$ cat src/rtl/cyf_pkg.sv
//------------------------------------------------------------------------------
// cyf_pkg
// Shared types and constants of the complementary yaw filter.
//------------------------------------------------------------------------------
package cyf_pkg;

    localparam int TAB_LEN = 30;
    localparam logic [31:0] GYRO_MUL = 32'd716770142;
    localparam logic [31:0] CORDIC_X0 = 32'd652032874;
    localparam logic [19:0] DT_MAX = 20'hFFFFF;
    localparam logic [19:0] DT_FALLBACK = 20'd1000;
    localparam logic [16:0] ALPHA_RESET = 17'd64225;
    localparam logic [16:0] ALPHA_ONE = 17'd65536;
    localparam logic [0:0] REG_ALPHA = 1'b0;

    typedef logic [31:0] t_atan_tab [TAB_LEN];
    localparam t_atan_tab ATAN_TAB = '{
        32'd536870912, 32'd316933406, 32'd167458907, 32'd85004756,
        32'd42667331, 32'd21354465, 32'd10679838, 32'd5340245,
        32'd2670163, 32'd1335087, 32'd667544, 32'd333772, 32'd166886,
        32'd83443, 32'd41722, 32'd20861, 32'd10430, 32'd5215, 32'd2608,
        32'd1304, 32'd652, 32'd326, 32'd163, 32'd81, 32'd41, 32'd20,
        32'd10, 32'd5, 32'd3, 32'd1};

    // request to the shared CORDIC
    typedef struct packed {
        logic        start;
        logic        vectoring;
        logic [35:0] x0;
        logic [35:0] y0;
        logic [32:0] z0;
    } t_cordic_req;

    typedef struct packed {
        logic        done;
        logic [35:0] x;
        logic [35:0] y;
        logic [32:0] z;
    } t_cordic_rsp;

endpackage

$ cat src/rtl/cyf_cordic.sv
//------------------------------------------------------------------------------
// cyf_cordic
// Iterative CORDIC, one micro-rotation per cycle, vectoring or rotation mode.
//------------------------------------------------------------------------------
module cyf_cordic import cyf_pkg::*; #(
    parameter int STEPS = 16
) (
    input  logic        i_clk,
    input  logic        i_rst_n,
    input  t_cordic_req i_req,
    output t_cordic_rsp o_rsp
);
    localparam int NS = (STEPS < TAB_LEN) ? STEPS : TAB_LEN;
    localparam int CW = $clog2(NS + 1);

    logic              r_busy, r_vec, r_done;
    logic [CW-1:0]     r_cnt;
    logic signed [35:0] r_x, r_y;
    logic signed [32:0] r_z;
    logic signed [35:0] w_dx, w_dy;
    logic signed [32:0] w_at;
    logic               w_up;

    assign w_dx = r_y >>> r_cnt;
    assign w_dy = r_x >>> r_cnt;
    assign w_at = {1'b0, ATAN_TAB[r_cnt[CW-1:0] < CW'(NS) ? r_cnt : '0]};
    assign w_up = r_vec ? !r_y[35] : !r_z[32];

    always_ff @(posedge i_clk) begin
        if (!i_rst_n) begin
            r_busy <= 1'b0;
            r_done <= 1'b0;
            r_cnt  <= '0;
        end else begin
            r_done <= 1'b0;
            if (i_req.start) begin
                r_busy <= 1'b1;
                r_vec  <= i_req.vectoring;
                r_cnt  <= '0;
                r_x    <= i_req.x0;
                r_y    <= i_req.y0;
                r_z    <= i_req.z0;
            end else if (r_busy) begin
                if (r_vec ^ w_up) begin
                    r_x <= r_x - w_dx;
                    r_y <= r_y + w_dy;
                end else begin
                    r_x <= r_x + w_dx;
                    r_y <= r_y - w_dy;
                end
                r_z <= w_up ? r_z + (r_vec ? w_at : -w_at) : r_z - (r_vec ? w_at : -w_at);
                if (r_cnt == CW'(NS - 1)) begin
                    r_busy <= 1'b0;
                    r_done <= 1'b1;
                end
                r_cnt <= r_cnt + 1'b1;
            end
        end
    end

    assign o_rsp.done = r_done;
    assign o_rsp.x    = r_x;
    assign o_rsp.y    = r_y;
    assign o_rsp.z    = r_z;
endmodule

$ cat config.mk
export PLATFORM = sky130hd
export DESIGN_NAME = cyf_cordic
export DESIGN_NICKNAME = d
export VERILOG_FILES = /design/src/rtl/cyf_pkg.sv /design/src/rtl/cyf_cordic.sv
export SDC_FILE = /design/constraint.sdc
export NUM_CORES = 1
export LEC_CHECK = 0
export BUFFER_PORTS_ARGS = -buffer_cell sky130_fd_sc_hd__buf_2
export CORE_ASPECT_RATIO = 0.75
export CORE_MARGIN = 8
export CORE_UTILIZATION = 45
export DETAILED_ROUTE_END_ITERATION = 10
export HOLD_SLACK_MARGIN = 0.08
export PLACE_DENSITY_LB_ADDON = 0.25
export RECOVER_POWER = 25
export SYNTH_ARGS = -nofsm -noshare
export SYNTH_HDL_FRONTEND = slang
export SYNTH_SLANG_ARGS = --single-unit
$ cat constraint.sdc
create_clock -name i_clk -period 7.44 [get_ports i_clk]
set_input_delay 1.488 -clock i_clk [delete_from_list [all_inputs] [get_ports i_clk]]
set_output_delay 1.488 -clock i_clk [all_outputs]
set_load 0.1 [all_outputs]
==> results.md, run 1 <==
- RSZ-0062 raised after global routing: no
- Vias in the first global route: ~18000
- # diodes: 0
- DR iter-0 viols: 2036
- DRT Pass-1 Iters: 6
- CP Max Fanout: 13
- Die Span Y: 190 µm
- Max-Slew Margin vs Limit: -61.0%
- Share of the yosys chip area belonging to registers: 18.2%
- CTS Buf Count: 17
- Routed WL: 70.3 mm
- Clk sinks: 113
- Io pins: 215
- Crit start category: register
- DRC violations left: 0
- CP Class: register to register
- Synth Warn #: 0
- Post-synth top area cell: edfxtp_1
- Core footprint: 40400 µm²
- H-tree levels: 4
- WL per Instance: 24.7 µm
- Yosys top cell area share: 17.5%
- Reg-to-Reg Start: r_cnt[1]
- CP endpoint kind: register
- Die X: 248 µm
- Status: complete, but fails checks
- PortBufs: 214
- Post-synth top flop: edfxtp_1
- Clock Tree Buf Depth: 2
- Hold_sp: r_busy
- Max-slew violation total from the final report: 95
- Period utilization: 92.4%
- DP HPWL: 54.4 mm
- FFs w/ async S/R, synth: 0%
- Gate Count Post-Synth: 2150
- Final Skew: 12.2 ps
- Initial antenna violation count: 1
- Ranking of synthesized cells by area: edfxtp_1 17%, mux4_2 11%, ha_1 8.3%
- R2r setup slk: 560 ps
- Reg-to-reg endpoint: r_z[32]
- Std cell rows: 64
- Req. time, crit path: 7630 ps
- Starting density of the core: 45.2%
- CTS tree: yes
- Worst-path clk slew: 60 ps
- Post-synth EDFFs: 106
- Non-Filler Instances: 2851
- Worst hold path depth: 2
- CP arrival: 7070 ps
- Maxcap violations: 2
- Clock Latency Late Sink: 470 ps
- Worst Hold Path EP: r_done
- Nets: 2543
- Maximum vdd drop: 0.000279 V
- WHS: 586 ps
- Final setup fails: 0
- Largest net degree at the start of global routing: 90
- Minimum clock period: 6880 ps
- Final ANT Viol Nets: 0
- Syn Std Cell Area: 18200 µm²
- CTS Root Cell: clkbuf_16
- Global route total overflow: 0
- Failing checks: max-capacitance violations, max-slew violations
- Share of cells above drive strength 1: 18.8%
- Gr usage total: between 20% and 30%
- RD Place Congestion: 0.959
- Static Leak: a little over 0.008 µW
- Routed vias/inst: 6.40
- Die Footprint: 47300 µm²
- Most frequent cell after synthesis: nand2_1
- Placed insts: 2818
- Via Count: 18300
- First-pass GRT wire length: 107 mm
- Synth Area per Inst: 8.48 µm²
- Syn_nets: 2383
- R2R cell count: 24
- Final Hold Viols: 0
- Total Neg Setup Slack: 0 ps
- Slew @ Worst Pin: 2410 ps
- Maximum clock frequency: 145 MHz
- Area grow syn2layout: 11.5%
- Count of cell types in the netlist: 103
- Flops & latches, synth: 113
- Hold/Removal Path Class: register to register
- Cell Pwr Density: 372 nW/µm²
- Synth cell count leaders: 269 x nand2_1, 173 x o21ai_0, 155 x a21oi_1
cell type report:
cell class / instances / area (µm²)
fill: 3882 / 20000
multi-input combinational: 1858 / 14000
sequential: 113 / 3340
timing repair buffer: 268 / 1490
tap: 528 / 661
clock buffer: 19 / 433
inverter: 52 / 195
clock inverter: 13 / 168
where the power goes:
| group | switching, µW | internal, µW |
|---|---|---|
| registers | 273 | 941 |
| logic | 3540 | 1930 |
| clock network | 337 | 553 |
| total | 4150 | 3420 |
flip-flops by register name, indices dropped and copies added, names as in the netlist:
register  count
r_z          33
r_done        1
r_x          36
r_busy        1
r_cnt         5
r_y          36
r_vec         1
timing repair:
| item | CTS | global route |
|---|---|---|
| hold buffers | 0 | 0 |
| resized for setup | 0 | 2 |
| setup buffers | 0 | 1 |
| setup endpoints to repair | 0 | 6 |
how the worst max path moves through the flow:
stage,startpoint,endpoint,slack (ps),cells after the start
floorplan,r_cnt[0],r_z[27],600,30
global placement,r_cnt[1],r_y[35],530,22
detailed placement,r_cnt[1],r_z[32],520,24
CTS,r_cnt[1],r_z[32],470,24
global route,r_cnt[1],r_z[32],9,24
finish,r_cnt[1],r_z[32],560,24
layout by cell type (no fill, tap or decap), types with 23 or more instances in the layout:
| cell type | count |
|---|---|
| o21ai_0 | 172 |
| nand2_1 | 269 |
| mux2i_1 | 64 |
| inv_1 | 50 |
| ha_1 | 121 |
| mux2_2 | 27 |
| nor3_1 | 37 |
| nand3_1 | 47 |
| buf_2 | 186 |
| buf_4 | 50 |
| xor2_1 | 80 |
| mux4_2 | 91 |
| a31oi_1 | 40 |
| nor2_1 | 146 |
| a21oi_1 | 155 |
| edfxtp_1 | 106 |
| nor2b_1 | 23 |
| clkbuf_1 | 30 |
| xnor2_1 | 123 |
| a21o_1 | 57 |
critical path, cell delays in order (launching register included):
cell       delay [ps]
dfxtp_4           510
nand2_1           210
inv_1             190
ha_1              350
a2bb2oi_1         330
o211a_1           270
ha_1              190
inv_1              70
nor4b_4           390
nand4_1           310
or4_4             520
a211o_1           320
a22o_1            260
o31ai_1           390
xnor2_1           270
xor2_1            160
ha_1              370
nand2_1            80
nor4_1            320
o41ai_1           230
nand4_1           230
a311oi_2          150
o21ai_0           250
xnor2_1           140
o21ai_0            80
logic make-up after synthesis:
kind of cell,count (synthesis),synth area share (%)
compound gates,674,24.1
xor+xnor,203,9.75
fa+ha+maj,124,8.63
buf+inv,179,4.82
flops,113,18.2
mux,185,16.7
simple gates,672,17.7
stage by stage:
step	total power, µW	worst slack [ps]	area [µm²]	util (%)
after global placement	6500	526	19700	48.9
after CTS	7500	467	20300	50.4
after detailed placement	6570	520	19700	48.9
final	7570	562	20300	50.4
after global routing	8070	9.05	20300	50.4
after floorplan	5320	604	18200	-
routing by layer:
metal	part of all wire (%)	global-route usage (%)
met5	0	0
met4	1.2	5.02
met3	9.9	8.72
met2	42	42.2
met1	47	41.7
Note: power is estimated with default switching activity, not from simulation.
==> inputs of run 2 (changes only) <==
--- a/config.mk
+++ b/config.mk
@@ -8,7 +8,8 @@
 export BUFFER_PORTS_ARGS = -buffer_cell sky130_fd_sc_hd__buf_2
 export CORE_ASPECT_RATIO = 0.75
 export CORE_MARGIN = 8
-export CORE_UTILIZATION = 45
+export CORE_UTILIZATION = 37
+export CTS_BUF_LIST = sky130_fd_sc_hd__clkbuf_4
 export DETAILED_ROUTE_END_ITERATION = 10
 export HOLD_SLACK_MARGIN = 0.08
 export PLACE_DENSITY_LB_ADDON = 0.25
==> results.md, run 2 (synthesis gave the netlist of run 1 again) <==
- Maximum clock frequency: 147 MHz (+1.1%)
- Share of cells above drive strength 1: 20.3% (+1.5 points)
- Routed WL: 70.2 mm (about the same)
- Failing checks: max-capacitance violations, max-slew violations
- R2R cell count: 25 (+4.2%)
- Clock Tree Buf Depth: 2 (unchanged)
- WL per Instance: 23.5 µm (-4.6%)
- Critical path origin: r_cnt[1]
- Final Skew: 27.2 ps (+14.9 ps)
- Clock Latency Late Sink: 700 ps (+230 ps)
- CP arrival: 7250 ps (+180 ps)
- Crit start category: register
- Routed wl met2: 28.7 mm (-2.1%)
- RD Place Congestion: 0.984 (+2.5%)
- Nets: 2550 (+0.28%)
- Area grow syn2layout: 11.2%
- Static Leak: 0.00805 µW (-0.32%)
- CTS Root Cell: clkbuf_4
- Commonest non-fill, non-tap cell in the layout: nand2_1
- Vias in the first global route: 17500 (-0.28%)
- DP HPWL: 54.8 mm (+0.67%)
- Placed insts: 2946 (+4.5%)
- CTS Buf Count: 17 (unchanged)
- Fillers: 4990 (+29%)
- PortBufs: 214 (unchanged)
- Hold/Removal Path Class: register to register
- Reg-to-Reg Start: r_cnt[1]
- Starting density of the core: 37.4% (-7.7 points)
- H-tree levels: 4 (unchanged)
- DRC violations left: 0 (unchanged)
- Slew @ Worst Pin: 2230 ps (-186 ps)
- Final ANT Viol Nets: 0 (unchanged)
- Die X: 272 µm (+9.6%)
- RSZ-0062 raised after global routing: no
- Largest net degree at the start of global routing: 87 (-3.3%)
- Total Neg Setup Slack: 0 ps (unchanged)
- Status: complete, but fails checks
- Max-Slew Margin vs Limit: -48.6% (+12 points)
- CTS tree: yes
- Cell Pwr Density: 357 nW/µm² (-4.1%)
- Cts repair resizes: 0 (unchanged)
- Met3 Wirelength: 6.84 mm (-1.5%)
- Largest registers: r_x x36, r_y x36, r_z x33
- Post-CTS Setup Bufs: 0 (unchanged)
- Final Hold Viols: 0 (unchanged)
- DR iter-0 viols: 1841 (-9.6%)
- Sequential Area: 3340 µm² (unchanged)
- CP Class: register to register
- Non-Filler Instances: 2986 (+4.7%)
- Most frequent cells in the layout: 269 x nand2_1, 213 x buf_2, 172 x o21ai_0
- Met1 Routed Length: 33.8 mm (+1.8%)
- Maximum vdd drop: 0.000248 V (-11%)
- Maxcap violations: 3 (+1)
- Placed inst area: 20000 µm² (+1.1%)
- Core footprint: 48700 µm² (+21%)
- Reg-to-reg endpoint: r_z[32]
- Design Power: 7240 µW (-4.3%)
- Hold-fix buffers at CTS: 0 (unchanged)
- Io pins: 215 (unchanged)
- Global route total overflow: 0 (unchanged)
- Max-slew violation total from the final report: 149 (+57%)
- Routed vias/inst: 6.05 (-5.5%)
- Die Footprint: 56700 µm² (+20%)
- Die Span Y: 208 µm (+9.4%)
- Area of the multi-input gates: 14000 µm² (-0.11%)
- Period utilization: 91.5% (-0.99 points)
- Via Count: 18100 (-1.0%)
- Uppermost layer routed: met4
- Initial antenna violation count: 2 (+1)
- Final setup fails: 0 (unchanged)
- DRT Pass-1 Iters: 7 (+1)
- Critical path destination: r_z[32]
- Clk sinks: 113 (unchanged)
- First-pass GRT wire length: 107 mm (+0.48%)
- Post-route cell area: 20300 µm² (-0.23%)
- Std cell rows: 70 (+9.4%)
- CP endpoint kind: register
- Final design utilization: 41.6% (-8.7 points)
- Worst-path clk slew: 130 ps (+70 ps)
- R2r setup slk: 640 ps (+70 ps)
- Gr usage total: 24.0% (-4.8 points)
- Minimum clock period: 6800 ps (-73.4 ps)
- CP Max Fanout: 16 (+3)
- Req. time, crit path: 7880 ps (+250 ps)
-- run 2: cell types whose count changed in the layout (fill, tap and decap cells not counted), moves of 2 or more --
cell,before,now
clkbuf_16,17,0
buf_4,50,57
clkbuf_4,0,17
inv_1,50,52
clkinvlp_4,0,3
clkinv_1,5,1
clkbuf_1,30,1
diode_2,0,8
buf_2,186,213
-- run 2: area by class of cell --
type / count / area share, %
antenna: 8 / 0.0987
clock buffer: 17 / 0.629
clock inverter: 15 / 0.950
inverter: 52 / 0.963
multi-input combinational: 1858 / 69.2
sequential: 113 / 16.5
tap: 648 / 4.00
timing repair buffer: 275 / 7.71
-- run 2: critical path: stages (launching register included) --
cell and delay [ps]:
dfxtp_4 510, nand2_1 210, ha_1 390, or2_2 140, a21oi_1 80, a311oi_2 450, ha_1 260, inv_1 60
nor4b_2 450, nor2_1 100, xnor2_1 210, nor4b_1 430, and2_1 210, nor2_1 50, xnor2_1 130, ha_1 350
a21o_1 190, a21o_1 200, a21oi_1 230, a211oi_1 160, o41ai_1 550, nand4_1 320, a311oi_1 440, o21ai_0 190
xnor2_1 170, o21ai_0 80
-- run 2: worst min path at each step --
stage	start	to	slack, ps	cells after the start
floorplan	r_cnt[1]	r_cnt[1]	600	3
global placement	r_busy	r_done	570	2
detailed placement	r_busy	r_done	570	2
CTS	r_busy	r_done	590	2
global route	r_busy	r_done	630	2
finish	r_busy	r_done	580	2
-- run 2: per-layer routing --
layer  vias to the layer above  global-route usage, %
li1                       8500                      -
met1                      8775                   35.4
met2                       727                   34.0
met3                        65                   7.77
met4                         0                   4.20
met5                         -                      0
-- run 2: power by group --
group / total, µW / internal, µW / switching (µW)
sequential: 1220 / 938 / 283
combinational: 5450 / 1940 / 3510
clock: 569 / 263 / 306
-- run 2: through the flow --
stage | hold slack [ps] | setup WS [ps]
after CTS | 590 | 736
after global routing | 632 | 174
after detailed placement | 569 | 773
after global placement | 570 | 865
after floorplan | 596 | 604
final | 582 | 635
==> inputs of run 3 (changes only) <==
==> constraint.sdc (replaced) <==
create_clock -name i_clk -period 5.78 [get_ports i_clk]
set_input_delay 1.156 -clock i_clk [delete_from_list [all_inputs] [get_ports i_clk]]
set_output_delay 1.156 -clock i_clk [all_outputs]
set_load 0.1 [all_outputs]
==> results.md, run 3 (synthesis gave the netlist of run 1 again) <==
- Status: complete, but fails checks
- Failing checks: max-capacitance violations, max-slew violations, negative setup slack
- Share of cells above drive strength 1: 37.0% (+17 points)
- Initial antenna violation count: 3 (+1)
- Io pins: 215 (unchanged)
- Commonest non-fill, non-tap cell in the layout: buf_4
- First-pass GRT wire length: 117 mm (+8.6%)
- Die Span Y: 208 µm (unchanged)
- H-tree levels: 4 (unchanged)
- Final Hold Viols: 0 (unchanged)
- Via Count: 20400 (+13%)
- Routed vias/inst: 5.91 (-2.3%)
- PortBufs: 214 (unchanged)
- DR iter-0 viols: 2031 (+10%)
- Final setup fails: 3 (+3)
- Vias in the first global route: 19700 (+13%)
- Cell Pwr Density: 454 nW/µm² (+27%)
- Minimum clock period: 5790 ps (-1010 ps)
- DRC violations left: 0 (unchanged)
- Nets: 3011 (+18%)
- CTS tree: yes
- Final design utilization: 50.4% (+8.8 points)
- Clk sinks: 113 (unchanged)
- Final worst setup slack: -13.6 ps (-649 ps)
- Area grow syn2layout: 34.7%
- Die Footprint: 56700 µm² (unchanged)
- DRT Pass-1 Iters: 8 (+1)
- Clock Latency Late Sink: 690 ps (about the same)
- Hold-fix buffers at CTS: 0 (unchanged)
- RSZ-0062 raised after global routing: yes
- Routed WL: 78.3 mm (+11%)
- Largest registers: r_x x36, r_y x36, r_z x33
- Static Leak: 0.0105 µW (+30%)
- Clock Tree Buf Depth: 2 (unchanged)
- Maximum vdd drop: 0.000299 V (+20%)
- Area of the multi-input gates: 14700 µm² (+4.6%)
- Period utilization: 100% (+8.8 points)
- Placed insts: 3355 (+14%)
- CP endpoint kind: register
- Non-Filler Instances: 3443 (+15%)
- CTS Buf Count: 17 (unchanged)
- CP Max Fanout: 4 (-12)
- Max-Slew Margin vs Limit: -35.1% (+14 points)
- RD Place Congestion: 0.976 (-0.81%)
- Die X: 272 µm (unchanged)
- Hold/Removal Path Class: register to register
- Max-slew violation total from the final report: 43 (-71%)
- Largest net degree at the start of global routing: 87 (unchanged)
- CP arrival: 6210 ps (-1040 ps)
- Maxcap violations: 1 (-2)
- Worst-path clk slew: 120 ps (about the same)
- Starting density of the core: 37.4% (unchanged)
- Fillers: 4725 (-5.3%)
- Design Power: 11100 µW (+54%)
- Crit start category: register
- Total Neg Setup Slack: -21.2 ps (-21.2 ps)
- Slew @ Worst Pin: 2030 ps (-203 ps)
- Sequential Area: 3340 µm² (about the same)
- WL per Instance: 22.7 µm (-3.3%)
- CTS Root Cell: clkbuf_4
- Req. time, crit path: 6200 ps (-1680 ps)
- Std cell rows: 70 (unchanged)
- DP HPWL: 61.4 mm (+12%)
- Most frequent cells in the layout: 496 x buf_4, 265 x nand2_1, 213 x buf_2
- Global route total overflow: 0 (unchanged)
- Final ANT Viol Nets: 0 (unchanged)
- CP Class: register to register
- Final Skew: 27.0 ps (-0.182 ps)
- Gr usage total: 26.2% (+2.2 points)
- Maximum clock frequency: 173 MHz (+17%)
- Core footprint: 48700 µm² (unchanged)
==> run 3: worst max-delay path: stages, from the launching register on <==
cell and delay (ps):
dfxtp_4 380, inv_4 60, nand2_4 60, ha_4 280, or2_4 130, a21oi_4 60, a311oi_4 320, ha_2 280
inv_2 40, nor4b_4 310, buf_4 180, nand4_1 160, or4_4 490, a211o_1 340, a211oi_2 210, nand4_1 290
nand2_2 180, xnor2_1 90, ha_1 360, buf_4 160, nand4_1 100, nor2_1 70, a21oi_1 160, nand2_1 90
a21o_4 220, a211oi_4 280, xor2_1 170, o21ai_1 70
==> run 3: routing by layer <==
metal / vias to the layer above / routed length [µm] / global-route usage [%]
li1: 9438 / - / -
met1: 9850 / 35800 / 37.6
met2: 971 / 33000 / 38.0
met3: 94 / 8090 / 7.93
met4: 2 / 1410 / 5.92
met5: - / 12 / 0
==> run 3: where the power goes <==
group / switching (µW) / leakage, µW / internal, µW
Clock: 372 / 0.000126 / 190
Combinational: 5200 / 0.00929 / 3890
Sequential: 292 / 0.00108 / 1210
Total: 5860 / 0.0105 / 5290
==> run 3: worst paths after layout <==
kind / cells after the start / slack [ps] / to / start
worst max-delay path: 27 / -10 / r_z[27] / r_cnt[4]
worst min-delay path: 2 / 600 / r_done / r_busy
worst max register to register: 27 / -10 / r_z[27] / r_cnt[4]
worst min register to register: 2 / 600 / r_done / r_busy
==> run 3: repair_timing <==
item,4_1_cts,5_1_grt
pin swaps,14,76
setup endpoints to repair,27,42
buffers inserted,5,41
gates cloned,4,2
gates resized for setup,31,115
==> run 3: stage by stage <==
step | cell area [µm²] | hold WS (ps) | setup slack, ps
after floorplan | 18400 | 590 | -423
after global placement | 23200 | 571 | -370
after detailed placement | 23200 | 582 | -357
after CTS | 23700 | 619 | 6.79
after global routing | 24600 | 612 | -247
final | 24600 | 601 | -13.6
==> run 3: layout make-up <==
class	instances	area share, %
Antenna cell	4	0.0407
Clock buffer	23	0.703
Clock inverter	9	0.188
Inverter	52	0.815
Multi-Input combinational cell	1858	59.8
Sequential cell	113	13.6
Tap cell	648	3.30
Timing Repair Buffer	736	21.6
